<file path="config.mk">
export PLATFORM = sky130hd
export DESIGN_NAME = grid_topology_cell_address_unit
export DESIGN_NICKNAME = d
export VERILOG_FILES = /design/src/gtca_pkg.sv /design/src/gtca_divpipe.sv /design/src/gtca_select.sv /design/src/gtca_index.sv /design/src/grid_topology_cell_address_unit.sv
export SDC_FILE = /design/constraint.sdc
export NUM_CORES = 2
export LEC_CHECK = 0
export BUFFER_PORTS_ARGS = -buffer_cell sky130_fd_sc_hd__buf_2
export CAP_MARGIN = 20
export CELL_PAD_IN_SITES_DETAIL_PLACEMENT = 0
export CELL_PAD_IN_SITES_GLOBAL_PLACEMENT = 1
export CORE_MARGIN = 2
export CORE_UTILIZATION = 58
export DETAILED_ROUTE_END_ITERATION = 10
export PLACE_DENSITY_LB_ADDON = 0.1
export SETUP_SLACK_MARGIN = 0.05
export SLEW_MARGIN = 20
export SYNTH_ARGS = -nofsm -noshare
export SYNTH_HDL_FRONTEND = slang
export SYNTH_SLANG_ARGS = --single-unit
export TNS_END_PERCENT = 1
</file>
<file path="constraint.sdc">
create_clock -name i_clk -period 113.5 [get_ports i_clk]
set_input_delay 5.675 -clock i_clk [delete_from_list [all_inputs] [get_ports i_clk]]
set_output_delay 5.675 -clock i_clk [all_outputs]
set_load 0.01 [all_outputs]
</file>
<file path="src/gtca_pkg.sv">
// Shared types and constants for the grid topology cell address unit.
// Holds the edge mode codes, register indexes and the small control structs
// that move between the pipeline modules. Depends on nothing.
`timescale 1ns / 1ps

package gtca_pkg;

    // Field and port widths fixed by the interface
    localparam int COORD_W    = 16;
    localparam int INDEX_W    = 24;
    localparam int CFG_IDX_W  = 2;
    localparam int CFG_DATA_W = 13;

    // Largest side the side registers can hold
    localparam int SIDE_REG_MAX = (2 ** CFG_DATA_W) - 1;

    // Configuration register indexes
    localparam logic [CFG_IDX_W-1:0] CFG_EDGE_MODE   = 2'd0;
    localparam logic [CFG_IDX_W-1:0] CFG_GRID_WIDTH  = 2'd1;
    localparam logic [CFG_IDX_W-1:0] CFG_GRID_HEIGHT = 2'd2;

    // Edge topology; codes 6 and 7 behave as torus
    typedef enum logic [2:0] {
        EM_TORUS    = 3'd0,
        EM_FINITE   = 3'd1,
        EM_CYLINDER = 3'd2,
        EM_KLEIN    = 3'd3,
        EM_CROSS    = 3'd4,
        EM_SPHERE   = 3'd5
    } t_edge_mode;

    // Per-item flags carried alongside the first divider
    typedef struct packed {
        logic ok;
        logic neg_x;
        logic neg_z;
    } t_axis_flags;

    // Low quotient bit of each divider lane
    typedef struct packed {
        logic a;
        logic b;
    } t_lane_odd;

    // Routing decision carried alongside the second divider
    typedef struct packed {
        logic ok;
        logic swap;
    } t_route;

endpackage

</file>
<file path="src/gtca_divpipe.sv">
// Two-lane pipelined restoring divider: one quotient bit per stage.
// Gives remainder and low quotient bit of each lane, carrying a sideband.
// Depends on gtca_pkg.
`timescale 1ns / 1ps

module gtca_divpipe #(
    parameter int DW   = 15,
    parameter int RW   = 12,
    parameter int SB_W = 3
) (
    input  logic                  i_clk,
    input  logic                  i_rst_n,
    input  logic                  i_ce,
    input  logic                  i_valid,
    input  logic [DW-1:0]         i_dvd_a,
    input  logic [DW-1:0]         i_dvd_b,
    input  logic [RW:0]           i_den_a,
    input  logic [RW:0]           i_den_b,
    input  logic [SB_W-1:0]       i_sb,
    output logic                  o_valid,
    output logic [RW-1:0]         o_rem_a,
    output logic [RW-1:0]         o_rem_b,
    output gtca_pkg::t_lane_odd   o_odd,
    output logic [SB_W-1:0]       o_sb
);
    import gtca_pkg::*;

    logic            r_vld   [DW];
    logic            n_vld   [DW];
    logic [RW-1:0]   r_rem_a [DW];
    logic [RW-1:0]   n_rem_a [DW];
    logic [RW-1:0]   r_rem_b [DW];
    logic [RW-1:0]   n_rem_b [DW];
    logic [DW-1:0]   r_dvd_a [DW];
    logic [DW-1:0]   n_dvd_a [DW];
    logic [DW-1:0]   r_dvd_b [DW];
    logic [DW-1:0]   n_dvd_b [DW];
    logic            r_q_a   [DW];
    logic            n_q_a   [DW];
    logic            r_q_b   [DW];
    logic            n_q_b   [DW];
    logic [SB_W-1:0] r_sb    [DW];
    logic [SB_W-1:0] n_sb    [DW];

    // One compare-subtract step: {quotient bit, new partial remainder}
    function automatic logic [RW:0] f_step(input logic [RW-1:0] rem, input logic b,
                                           input logic [RW:0] den);
        logic [RW:0] trial;
        trial = {rem, b};
        if (trial >= den) begin
            f_step = {1'b1, RW'(trial - den)};
        end else begin
            f_step = {1'b0, trial[RW-1:0]};
        end
    endfunction

    // Next value of every stage, each from the stage before it
    always_comb begin
        logic [RW:0] v_step_a;
        logic [RW:0] v_step_b;
        v_step_a   = f_step('0, i_dvd_a[DW-1], i_den_a);
        v_step_b   = f_step('0, i_dvd_b[DW-1], i_den_b);
        n_vld[0]   = i_valid;
        n_sb[0]    = i_sb;
        n_rem_a[0] = v_step_a[RW-1:0];
        n_rem_b[0] = v_step_b[RW-1:0];
        n_q_a[0]   = v_step_a[RW];
        n_q_b[0]   = v_step_b[RW];
        n_dvd_a[0] = i_dvd_a << 1;
        n_dvd_b[0] = i_dvd_b << 1;
        for (int k = 1; k < DW; k++) begin
            v_step_a   = f_step(r_rem_a[k-1], r_dvd_a[k-1][DW-1], i_den_a);
            v_step_b   = f_step(r_rem_b[k-1], r_dvd_b[k-1][DW-1], i_den_b);
            n_vld[k]   = r_vld[k-1];
            n_sb[k]    = r_sb[k-1];
            n_rem_a[k] = v_step_a[RW-1:0];
            n_rem_b[k] = v_step_b[RW-1:0];
            n_q_a[k]   = v_step_a[RW];
            n_q_b[k]   = v_step_b[RW];
            n_dvd_a[k] = r_dvd_a[k-1] << 1;
            n_dvd_b[k] = r_dvd_b[k-1] << 1;
        end
    end

    // Advance valid bits with the pipeline
    always_ff @(posedge i_clk) begin
        if (!i_rst_n) begin
            r_vld <= '{default: 1'b0};
        end else if (i_ce) begin
            r_vld <= n_vld;
        end
    end

    // Advance payload with the pipeline
    always_ff @(posedge i_clk) begin
        if (i_ce) begin
            r_rem_a <= n_rem_a;
            r_rem_b <= n_rem_b;
            r_dvd_a <= n_dvd_a;
            r_dvd_b <= n_dvd_b;
            r_q_a   <= n_q_a;
            r_q_b   <= n_q_b;
            r_sb    <= n_sb;
        end
    end

    assign o_valid = r_vld[DW-1];
    assign o_rem_a = r_rem_a[DW-1];
    assign o_rem_b = r_rem_b[DW-1];
    assign o_odd.a = r_q_a[DW-1];
    assign o_odd.b = r_q_b[DW-1];
    assign o_sb    = r_sb[DW-1];

    // Remainders always fall below their divisors
    a_rem_a_below_den: assert property (@(posedge i_clk) disable iff (!i_rst_n)
        o_valid |-> ((RW+1)'(o_rem_a) < i_den_a))
        else $error("divider lane a remainder not below divisor");

    a_rem_b_below_den: assert property (@(posedge i_clk) disable iff (!i_rst_n)
        o_valid |-> ((RW+1)'(o_rem_b) < i_den_b))
        else $error("divider lane b remainder not below divisor");

endmodule

</file>
<file path="src/gtca_select.sv">
// Topology select stage: forms wrapped, reversed and twist values per axis
// from the divider results and picks the route for the edge mode.
// Depends on gtca_pkg.
`timescale 1ns / 1ps

module gtca_select #(
    parameter int RW = 12,
    parameter int SW = 13
) (
    input  logic                  i_clk,
    input  logic                  i_rst_n,
    input  logic                  i_ce,
    input  logic                  i_valid,
    input  gtca_pkg::t_edge_mode  i_mode,
    input  logic [SW-1:0]         i_nx,
    input  logic [SW-1:0]         i_nz,
    input  logic [RW-1:0]         i_rem_x,
    input  logic [RW-1:0]         i_rem_z,
    input  gtca_pkg::t_lane_odd   i_odd,
    input  gtca_pkg::t_axis_flags i_flags,
    output logic                  o_valid,
    output logic [RW-1:0]         o_a,
    output logic [RW-1:0]         o_b,
    output gtca_pkg::t_route      o_route
);
    import gtca_pkg::*;

    logic          r_vld;
    logic [RW-1:0] r_a;
    logic [RW-1:0] n_a;
    logic [RW-1:0] r_b;
    logic [RW-1:0] n_b;
    t_route        r_route;
    t_route        n_route;

    // Build per-axis candidates and route by mode
    always_comb begin
        logic [RW-1:0] v_nxm1;
        logic [RW-1:0] v_nzm1;
        logic [RW-1:0] v_wx;
        logic [RW-1:0] v_fx;
        logic [RW-1:0] v_wz;
        logic [RW-1:0] v_fz;
        logic          v_tx;
        logic          v_tz;
        v_nxm1 = RW'(i_nx - SW'(1));
        v_nzm1 = RW'(i_nz - SW'(1));
        // A negative coordinate was divided as its ones' complement
        v_wx   = i_flags.neg_x ? (v_nxm1 - i_rem_x) : i_rem_x;
        v_fx   = i_flags.neg_x ? i_rem_x : (v_nxm1 - i_rem_x);
        v_wz   = i_flags.neg_z ? (v_nzm1 - i_rem_z) : i_rem_z;
        v_fz   = i_flags.neg_z ? i_rem_z : (v_nzm1 - i_rem_z);
        v_tx   = i_odd.a ^ i_flags.neg_x;
        v_tz   = i_odd.b ^ i_flags.neg_z;

        n_a          = v_wx;
        n_b          = v_wz;
        n_route.ok   = i_flags.ok;
        n_route.swap = 1'b0;
        case (i_mode)
            EM_KLEIN: begin
                n_a = v_tz ? v_fx : v_wx;
            end
            EM_CROSS: begin
                n_a = v_tz ? v_fx : v_wx;
                n_b = v_tx ? v_fz : v_wz;
            end
            EM_SPHERE: begin
                case ({v_tz, v_tx})
                    2'b01: begin
                        n_b          = v_fz;
                        n_route.swap = 1'b1;
                    end
                    2'b10: begin
                        n_a          = v_fx;
                        n_route.swap = 1'b1;
                    end
                    2'b11: begin
                        n_a = v_fx;
                        n_b = v_fz;
                    end
                    default: begin
                    end
                endcase
            end
            default: begin
            end
        endcase
    end

    // Hold the valid bit
    always_ff @(posedge i_clk) begin
        if (!i_rst_n) begin
            r_vld <= 1'b0;
        end else if (i_ce) begin
            r_vld <= i_valid;
        end
    end

    // Hold the selected candidates
    always_ff @(posedge i_clk) begin
        if (i_ce) begin
            r_a     <= n_a;
            r_b     <= n_b;
            r_route <= n_route;
        end
    end

    assign o_valid = r_vld;
    assign o_a     = r_a;
    assign o_b     = r_b;
    assign o_route = r_route;

    // Only sphere mode swaps the axes
    a_swap_only_sphere: assert property (@(posedge i_clk) disable iff (!i_rst_n)
        o_valid && o_route.swap |-> (i_mode == EM_SPHERE))
        else $error("axis swap outside sphere mode");

endmodule

</file>
<file path="src/gtca_index.sv">
// Index stages: picks final x and z, multiplies z by the grid width,
// then adds x into the output register. Depends on gtca_pkg.
`timescale 1ns / 1ps

module gtca_index #(
    parameter int RW = 12,
    parameter int SW = 13
) (
    input  logic                            i_clk,
    input  logic                            i_rst_n,
    input  logic                            i_ce,
    input  logic                            i_valid,
    input  gtca_pkg::t_route                i_route,
    input  logic [RW-1:0]                   i_a,
    input  logic [RW-1:0]                   i_b,
    input  logic [RW-1:0]                   i_rem_x,
    input  logic [RW-1:0]                   i_rem_z,
    input  logic [SW-1:0]                   i_nx,
    output logic                            o_valid,
    output logic [gtca_pkg::INDEX_W-1:0]    o_index,
    output logic                            o_in_grid
);
    import gtca_pkg::*;

    localparam int PW = RW + SW;

    logic               r_s2_vld;
    logic [PW-1:0]      r_s2_prod;
    logic [RW-1:0]      r_s2_x;
    logic               r_s2_ok;
    logic [RW-1:0]      n_x;
    logic [RW-1:0]      n_z;
    logic               r_vld;
    logic [INDEX_W-1:0] r_index;
    logic [INDEX_W-1:0] n_index;
    logic               r_ok;
    logic [PW-1:0]      w_sum;

    // Swapped items take the rewrapped values
    assign n_x = i_route.swap ? i_rem_x : i_a;
    assign n_z = i_route.swap ? i_rem_z : i_b;

    // Add the column and zero dropped items
    assign w_sum   = r_s2_prod + PW'(r_s2_x);
    assign n_index = r_s2_ok ? INDEX_W'(w_sum) : '0;

    // Advance valid bits
    always_ff @(posedge i_clk) begin
        if (!i_rst_n) begin
            r_s2_vld <= 1'b0;
            r_vld    <= 1'b0;
        end else if (i_ce) begin
            r_s2_vld <= i_valid;
            r_vld    <= r_s2_vld;
        end
    end

    // Multiply row by width, then register the index
    always_ff @(posedge i_clk) begin
        if (i_ce) begin
            r_s2_prod <= PW'(n_z) * PW'(i_nx);
            r_s2_x    <= n_x;
            r_s2_ok   <= i_route.ok;
            r_index   <= n_index;
            r_ok      <= r_s2_ok;
        end
    end

    assign o_valid   = r_vld;
    assign o_index   = r_index;
    assign o_in_grid = r_ok;

    // A dropped coordinate reports index zero
    a_dropped_is_zero: assert property (@(posedge i_clk) disable iff (!i_rst_n)
        o_valid && !o_in_grid |-> (o_index == '0))
        else $error("dropped coordinate with nonzero index");

endmodule

</file>
<file path="src/grid_topology_cell_address_unit.sv">
// Grid topology cell address unit: top level with configuration registers,
// input stage and the pipeline built from gtca_divpipe, gtca_select and gtca_index.
// Depends on gtca_pkg.
//
// Use: each input transaction on the slave stream carries a signed (x, z)
// coordinate; the master stream returns one transaction per input with the
// linear cell index z*width+x under the configured edge topology, and an
// in-grid flag on tuser (index zero when the coordinate is dropped).
// The configuration channel writes edge mode, grid width and grid height;
// write it only while the pipeline is empty. Sides are clamped to 1..MAX.
// Pipeline stages: one input stage, fifteen divider stages for the first floor
// modulo, one select stage, one divider stage per remainder bit for the sphere
// rewrap, one multiply stage and one output stage. One transaction per cycle is
// taken while the receiver does not stall the output.
// Reset empties the pipeline and restores torus mode with a 64 by 64 grid.
// When the receiver stalls while a finished result waits in the output register,
// the whole pipeline holds and tready drops; otherwise tready stays high.
`timescale 1ns / 1ps

module grid_topology_cell_address_unit #(
    parameter int MAX_GRID_SIDE = 4096
) (
    input  logic                               i_clk,
    input  logic                               i_rst_n,
    // Slave stream, tdata: x_coord [15:0], z_coord [31:16]
    input  logic                               i_s_tvalid,
    output logic                               o_s_tready,
    input  logic [2*gtca_pkg::COORD_W-1:0]     i_s_tdata,
    // Master stream, tdata: cell_index [23:0]; tuser: in_grid [0]
    output logic                               o_m_tvalid,
    input  logic                               i_m_tready,
    output logic [gtca_pkg::INDEX_W-1:0]       o_m_tdata,
    output logic                               o_m_tuser,
    // Configuration write channel
    input  logic                               i_cfg_valid,
    output logic                               o_cfg_ready,
    input  logic [gtca_pkg::CFG_IDX_W-1:0]     i_cfg_index,
    input  logic [gtca_pkg::CFG_DATA_W-1:0]    i_cfg_data
);
    import gtca_pkg::*;

    localparam int NMAX = (MAX_GRID_SIDE > SIDE_REG_MAX) ? SIDE_REG_MAX : MAX_GRID_SIDE;
    localparam int SW   = $clog2(NMAX + 1);
    localparam int RW   = $clog2(NMAX);
    localparam int UW   = COORD_W - 1;
    localparam int SB2W = $bits(t_route) + 2 * RW;

    // Clamp a side register value into 1..NMAX
    function automatic logic [SW-1:0] f_side(input logic [CFG_DATA_W-1:0] v);
        if (v == '0) begin
            f_side = SW'(1);
        end else if (v > CFG_DATA_W'(NMAX)) begin
            f_side = SW'(NMAX);
        end else begin
            f_side = SW'(v);
        end
    endfunction

    t_edge_mode      r_mode;
    logic [SW-1:0]   r_nx;
    logic [SW-1:0]   r_nz;
    logic            w_ce;

    logic            r_s0_vld;
    logic [UW-1:0]   r_s0_ux;
    logic [UW-1:0]   r_s0_uz;
    t_axis_flags     r_s0_flags;
    t_axis_flags     n_s0_flags;
    logic [UW-1:0]   n_s0_ux;
    logic [UW-1:0]   n_s0_uz;

    logic            w_d1_vld;
    logic [RW-1:0]   w_d1_rem_x;
    logic [RW-1:0]   w_d1_rem_z;
    t_lane_odd       w_d1_odd;
    t_axis_flags     w_d1_flags;

    logic            w_s1_vld;
    logic [RW-1:0]   w_s1_a;
    logic [RW-1:0]   w_s1_b;
    t_route          w_s1_route;

    logic [SB2W-1:0] w_sb2_in;
    logic [SB2W-1:0] w_sb2_out;
    logic            w_d2_vld;
    logic [RW-1:0]   w_d2_rem_x;
    logic [RW-1:0]   w_d2_rem_z;
    t_route          w_d2_route;
    logic [RW-1:0]   w_d2_a;
    logic [RW-1:0]   w_d2_b;

    logic            w_out_vld;

    // Advance the whole pipeline unless the output register is stuck
    assign w_ce        = !w_out_vld || i_m_tready;
    assign o_s_tready  = w_ce;
    assign o_cfg_ready = 1'b1;

    // Configuration registers
    always_ff @(posedge i_clk) begin
        if (!i_rst_n) begin
            r_mode <= EM_TORUS;
            r_nx   <= f_side(CFG_DATA_W'(64));
            r_nz   <= f_side(CFG_DATA_W'(64));
        end else if (i_cfg_valid) begin
            case (i_cfg_index)
                CFG_EDGE_MODE:   r_mode <= t_edge_mode'(i_cfg_data[2:0]);
                CFG_GRID_WIDTH:  r_nx   <= f_side(i_cfg_data);
                CFG_GRID_HEIGHT: r_nz   <= f_side(i_cfg_data);
                default: begin
                end
            endcase
        end
    end

    // Input stage: fold sign, check bounds for the dropping modes
    always_comb begin
        logic signed [COORD_W-1:0] v_x;
        logic signed [COORD_W-1:0] v_z;
        logic                      v_x_in;
        logic                      v_z_in;
        v_x    = i_s_tdata[COORD_W-1:0];
        v_z    = i_s_tdata[2*COORD_W-1:COORD_W];
        v_x_in = !v_x[COORD_W-1] && (v_x[UW-1:0] < UW'(r_nx));
        v_z_in = !v_z[COORD_W-1] && (v_z[UW-1:0] < UW'(r_nz));
        n_s0_flags.neg_x = v_x[COORD_W-1];
        n_s0_flags.neg_z = v_z[COORD_W-1];
        n_s0_ux = v_x[COORD_W-1] ? ~v_x[UW-1:0] : v_x[UW-1:0];
        n_s0_uz = v_z[COORD_W-1] ? ~v_z[UW-1:0] : v_z[UW-1:0];
        case (r_mode)
            EM_FINITE:   n_s0_flags.ok = v_x_in && v_z_in;
            EM_CYLINDER: n_s0_flags.ok = v_z_in;
            default:     n_s0_flags.ok = 1'b1;
        endcase
    end

    always_ff @(posedge i_clk) begin
        if (!i_rst_n) begin
            r_s0_vld <= 1'b0;
        end else if (w_ce) begin
            r_s0_vld <= i_s_tvalid;
        end
    end

    always_ff @(posedge i_clk) begin
        if (w_ce) begin
            r_s0_ux    <= n_s0_ux;
            r_s0_uz    <= n_s0_uz;
            r_s0_flags <= n_s0_flags;
        end
    end

    // First floor modulo: x by width, z by height
    gtca_divpipe #(
        .DW   (UW),
        .RW   (RW),
        .SB_W ($bits(t_axis_flags))
    ) u_div_wrap (
        .i_clk   (i_clk),
        .i_rst_n (i_rst_n),
        .i_ce    (w_ce),
        .i_valid (r_s0_vld),
        .i_dvd_a (r_s0_ux),
        .i_dvd_b (r_s0_uz),
        .i_den_a ((RW+1)'(r_nx)),
        .i_den_b ((RW+1)'(r_nz)),
        .i_sb    (r_s0_flags),
        .o_valid (w_d1_vld),
        .o_rem_a (w_d1_rem_x),
        .o_rem_b (w_d1_rem_z),
        .o_odd   (w_d1_odd),
        .o_sb    (w_d1_flags)
    );

    gtca_select #(
        .RW (RW),
        .SW (SW)
    ) u_select (
        .i_clk   (i_clk),
        .i_rst_n (i_rst_n),
        .i_ce    (w_ce),
        .i_valid (w_d1_vld),
        .i_mode  (r_mode),
        .i_nx    (r_nx),
        .i_nz    (r_nz),
        .i_rem_x (w_d1_rem_x),
        .i_rem_z (w_d1_rem_z),
        .i_odd   (w_d1_odd),
        .i_flags (w_d1_flags),
        .o_valid (w_s1_vld),
        .o_a     (w_s1_a),
        .o_b     (w_s1_b),
        .o_route (w_s1_route)
    );

    // Second floor modulo for the sphere swap: z value into x, x value into z
    assign w_sb2_in = {w_s1_route, w_s1_a, w_s1_b};

    gtca_divpipe #(
        .DW   (RW),
        .RW   (RW),
        .SB_W (SB2W)
    ) u_div_swap (
        .i_clk   (i_clk),
        .i_rst_n (i_rst_n),
        .i_ce    (w_ce),
        .i_valid (w_s1_vld),
        .i_dvd_a (w_s1_b),
        .i_dvd_b (w_s1_a),
        .i_den_a ((RW+1)'(r_nx)),
        .i_den_b ((RW+1)'(r_nz)),
        .i_sb    (w_sb2_in),
        .o_valid (w_d2_vld),
        .o_rem_a (w_d2_rem_x),
        .o_rem_b (w_d2_rem_z),
        .o_odd   (),
        .o_sb    (w_sb2_out)
    );

    assign w_d2_route = w_sb2_out[SB2W-1:2*RW];
    assign w_d2_a     = w_sb2_out[2*RW-1:RW];
    assign w_d2_b     = w_sb2_out[RW-1:0];

    gtca_index #(
        .RW (RW),
        .SW (SW)
    ) u_index (
        .i_clk     (i_clk),
        .i_rst_n   (i_rst_n),
        .i_ce      (w_ce),
        .i_valid   (w_d2_vld),
        .i_route   (w_d2_route),
        .i_a       (w_d2_a),
        .i_b       (w_d2_b),
        .i_rem_x   (w_d2_rem_x),
        .i_rem_z   (w_d2_rem_z),
        .i_nx      (r_nx),
        .o_valid   (w_out_vld),
        .o_index   (o_m_tdata),
        .o_in_grid (o_m_tuser)
    );

    assign o_m_tvalid = w_out_vld;

    // Side registers always hold a usable divisor
    a_width_in_range: assert property (@(posedge i_clk) disable iff (!i_rst_n)
        (r_nx != '0) && (r_nx <= SW'(NMAX)))
        else $error("grid width register out of range");

    a_height_in_range: assert property (@(posedge i_clk) disable iff (!i_rst_n)
        (r_nz != '0) && (r_nz <= SW'(NMAX)))
        else $error("grid height register out of range");

    // A pending result is never dropped by a new input
    a_stall_keeps_result: assert property (@(posedge i_clk) disable iff (!i_rst_n)
        o_m_tvalid && !i_m_tready |=> o_m_tvalid && $stable(o_m_tdata))
        else $error("stalled result lost");

endmodule
</file>
==> key figures <==
Global routing
  • Pin count of the biggest net entering global routing: 190
  • Gr usage total: 25.60%
  • Vias in the first global route: 55049
  • First-pass GRT wire length: 308400 µm
  • GRT overflow: 0
  • Initial antenna violation count: 3

Floorplanning
  • Die area: 154100 µm²
  • FP Rows: 142
  • Die width: 392.5 µm
  • Starting Density: 58.45%
  • Die Ht: 392.5 µm
  • I/O pin total: 80
  • Core ar.: between 100000 and 150000 µm²

Layout
  • Finished Core Util: 63.47%
  • Fraction of layout cells with a size suffix above 1: between 15 and 20%
  • Final nets: around 8300
  • Diode count: 0
  • Area growth syn-to-layout: 8.582%

Yosys
  • Yosys top cell by area: edfxtp_1
  • Post-synth EDFFs: ~1300
  • Number of synthesized register bits: 1398
  • Mapped Cells: 7193
  • Register area share after synthesis: 47.26%
  • Synth warn: 0
  • Ys flop type: edfxtp_1
  • Distinct cells, synth: between 80 and 90
  • Cell area after synthesis: about 88000 µm²
  • Syn_area_per_cell: about 12 µm²
  • Ys async rst share: 0%
  • Synth top area cells: edfxtp_1 (46%), ha_1 (11%), mux2_2 (6.2%)
  • Syn nets: 8183
  • Top cell type's share of synthesized area: 45.89%

CTS
  • Root Buffer: clkbuf_16
  • H-tree levels: 4
  • # Post-CTS Setup Buffers: 0
  • Cts hold-fix bufs: 0
  • Num CTS Buffers: 153
  • Max Root-Sink Buffers: 3
  • Num Clock Sinks: 1398
  • Clk Latency, worst-skew pair: approximately 0.78 ns
  • Post-cts repair resize count: 0
  • Clock Pin Slew Worst Setup and Hold Paths: 0.06 ns
  • CTS tree: done

Hold path
  • Worst hold path type: flop to flop
  • Hold Crit Start: u_div_wrap.n_dvd_b[198]$_DFFE_PP_

Route
  • DR pass1 iterations: 8
  • Vias: between 50000 and 60000
  • DR WL/cell: between 20 and 25 µm
  • # DRC: 0
  • Final WL: 198500 µm
  • Vias/cell: 6.015
  • Starting DRT DRC Count: approximately 4000
  • Routed Antenna Nets: 0

Pwr
  • PwrDens: 29.56 nW/µm²
  • Lkg Pwr: ~37 nW
  • Maximum vdd ir drop: 16.59 µV

Worst setup path
  • Worst Path Arrival: 6.61 ns
  • R2R Path Start: u_div_swap.o_sb[24]$_DFFE_PP_
  • CP Max Fanout: 114
  • CP endpoint kind: primary output
  • Crit path launch type: primary input
  • WP data required: 107.82 ns
  • Critical path startpoint: i_m_tready
  • Setup Crit Path Kind: primary input to primary output

STA
  • Final min period: 12.28 ns
  • Final setup fails: 0
  • Final max-slew violation count: 0
  • Clock skew: 0.02843 ns
  • Least-Margin Pin Slew: roughly 1.2 ns
  • RSZ-0062 raised after global routing: no
  • Setup TNS: 0 ns
  • Slew HR: ~22%
  • FMAX: 0.08141 GHz
  • Fin. Hold Viols: 0
  • Period utilization: 10.82%

Flow run
  • Max-capacitance violation count: 0

Placed design
  • Port buffer count: 78
  • RD Place Congestion: 0.8855
  • Hpwl dp: 135000 µm

Status
  • Status: finished, final reports clean
## stage by stage
step                instances  power (mW)  hold slack [ns]  setup WS (ns)  cell area (µm²)
finish                   9457       2.810           0.3983         101.22            95060
global route             9457       3.006           0.4067         101.12            95060
CTS                      9457       2.814           0.4016         101.16            95050
detailed placement       9181       2.303           0.4045         101.17            90080
global placement         9181       2.277           0.4002         101.18            90080
floorplan                7193       2.011           0.4003          65.71            87550
## report_power, final
group	leakage (nW)	internal [mW]	total [mW]	switching, mW
clock	2.39	0.287	0.493	0.206
combinational	20.1	0.638	1.35	0.715
sequential	14.8	0.855	0.964	0.109
total	37.3	1.78	2.81	1.03
## per-layer routing
metal  global-route usage [%]  wire [µm]  vias up  share of wire [%]
met5                        0          0        -                  0
met1                    35.76      91470    27799                 46
met4                    6.517       4670        0                2.4
li1                         -          -    27579                  -
met3                    3.144       8267      288                4.2
met2                    42.46      94080     1221                 47
## cells in the final DEF (no fill, tap or decap), drive strengths merged, types with 44 or more instances in the layout
cell	Yosys	routed
nand2	502	502
buf	58	139
inv	423	425
o21a	168	168
o21bai	59	59
nand2b	92	92
a31o	85	85
nor2	366	366
clkbuf	109	173
a31oi	98	98
nand3b	51	51
ha	776	776
a21o	116	116
nand4	80	80
o221a	45	45
clkinv	1	72
xnor2	242	242
edfxtp	1338	1338
o21ai	265	265
mux2	482	482
nor3	80	80
and2	44	44
nor2b	147	147
a211oi	59	59
o31ai	82	82
mux2i	117	117
dfxtp	60	60
xor2	182	182
a21boi	61	61
a2111oi	44	44
nand3	55	55
nor4	63	63
a21oi	312	312
o31a	51	51
and4	53	53
fa	162	162
## sequential cells by signal, summed over array words and instances, names as in the netlist, 26 cells and up
name                flops
u_div_wrap.n_sb        42
u_div_swap.r_rem_b    132
u_div_wrap.r_rem_b    168
u_div_swap.o_sb        26
u_div_swap.n_sb       286
u_div_wrap.n_dvd_b     91
u_div_wrap.n_dvd_a     91
u_div_swap.r_rem_a    132
u_div_wrap.r_rem_a    168
## critical path, cell delays in order
cell	delay, ns
buf_2	0.08
nor2b_2	0.06
inv_8	0.51
buf_2	0.27
## final timing paths
path | end | slack, ns | cells past startpoint
max reg2reg | u_index.r_s2_prod[21]$_DFFE_PP_ | 107.00 | 19
min reg2reg | u_div_wrap.n_dvd_b[184]$_DFFE_PP_ | 0.40 | 0
max | o_s_tready | 101.22 | 4
min | u_div_wrap.n_dvd_b[184]$_DFFE_PP_ | 0.40 | 0
## kinds of logic after synthesis
family	Yosys count	share of synthesized area [%]
muxes	599	7.537
and+or+nand+nor	1615	9.564
DFF	1398	47.26
buffers and inverters	591	2.851
AOI/OAI and AO/OA	1627	13.74
adders and majority gates	938	14.79
xor gates and xnor gates	424	4.242
other	1	0.004283
## Yosys cell counts (98+ instances only)
master and n:
edfxtp_1 1338, ha_1 776, nand2_1 501, mux2_2 479, inv_1 422, nor2_1 365, a21oi_1 311, o21ai_0 260
xnor2_1 242, xor2_1 182, o21a_1 168, fa_1 162, nor2b_1 147, mux2i_1 117, a21o_1 116, clkbuf_1 109
a31oi_1 98
## area by class of cell
| cell class | instances | area, µm² |
|---|---|---|
| fill | 11482 | 54710 |
| multi-input combinational | 5204 | 43700 |
| sequential | 1398 | 41390 |
| clock buffer | 173 | 3989 |
| tap | 2016 | 2522 |
| inverter | 424 | 1599 |
| clock inverter | 103 | 980.9 |
| timing repair buffer | 139 | 880.8 |
Note: power is estimated with default switching activity, not from simulation.
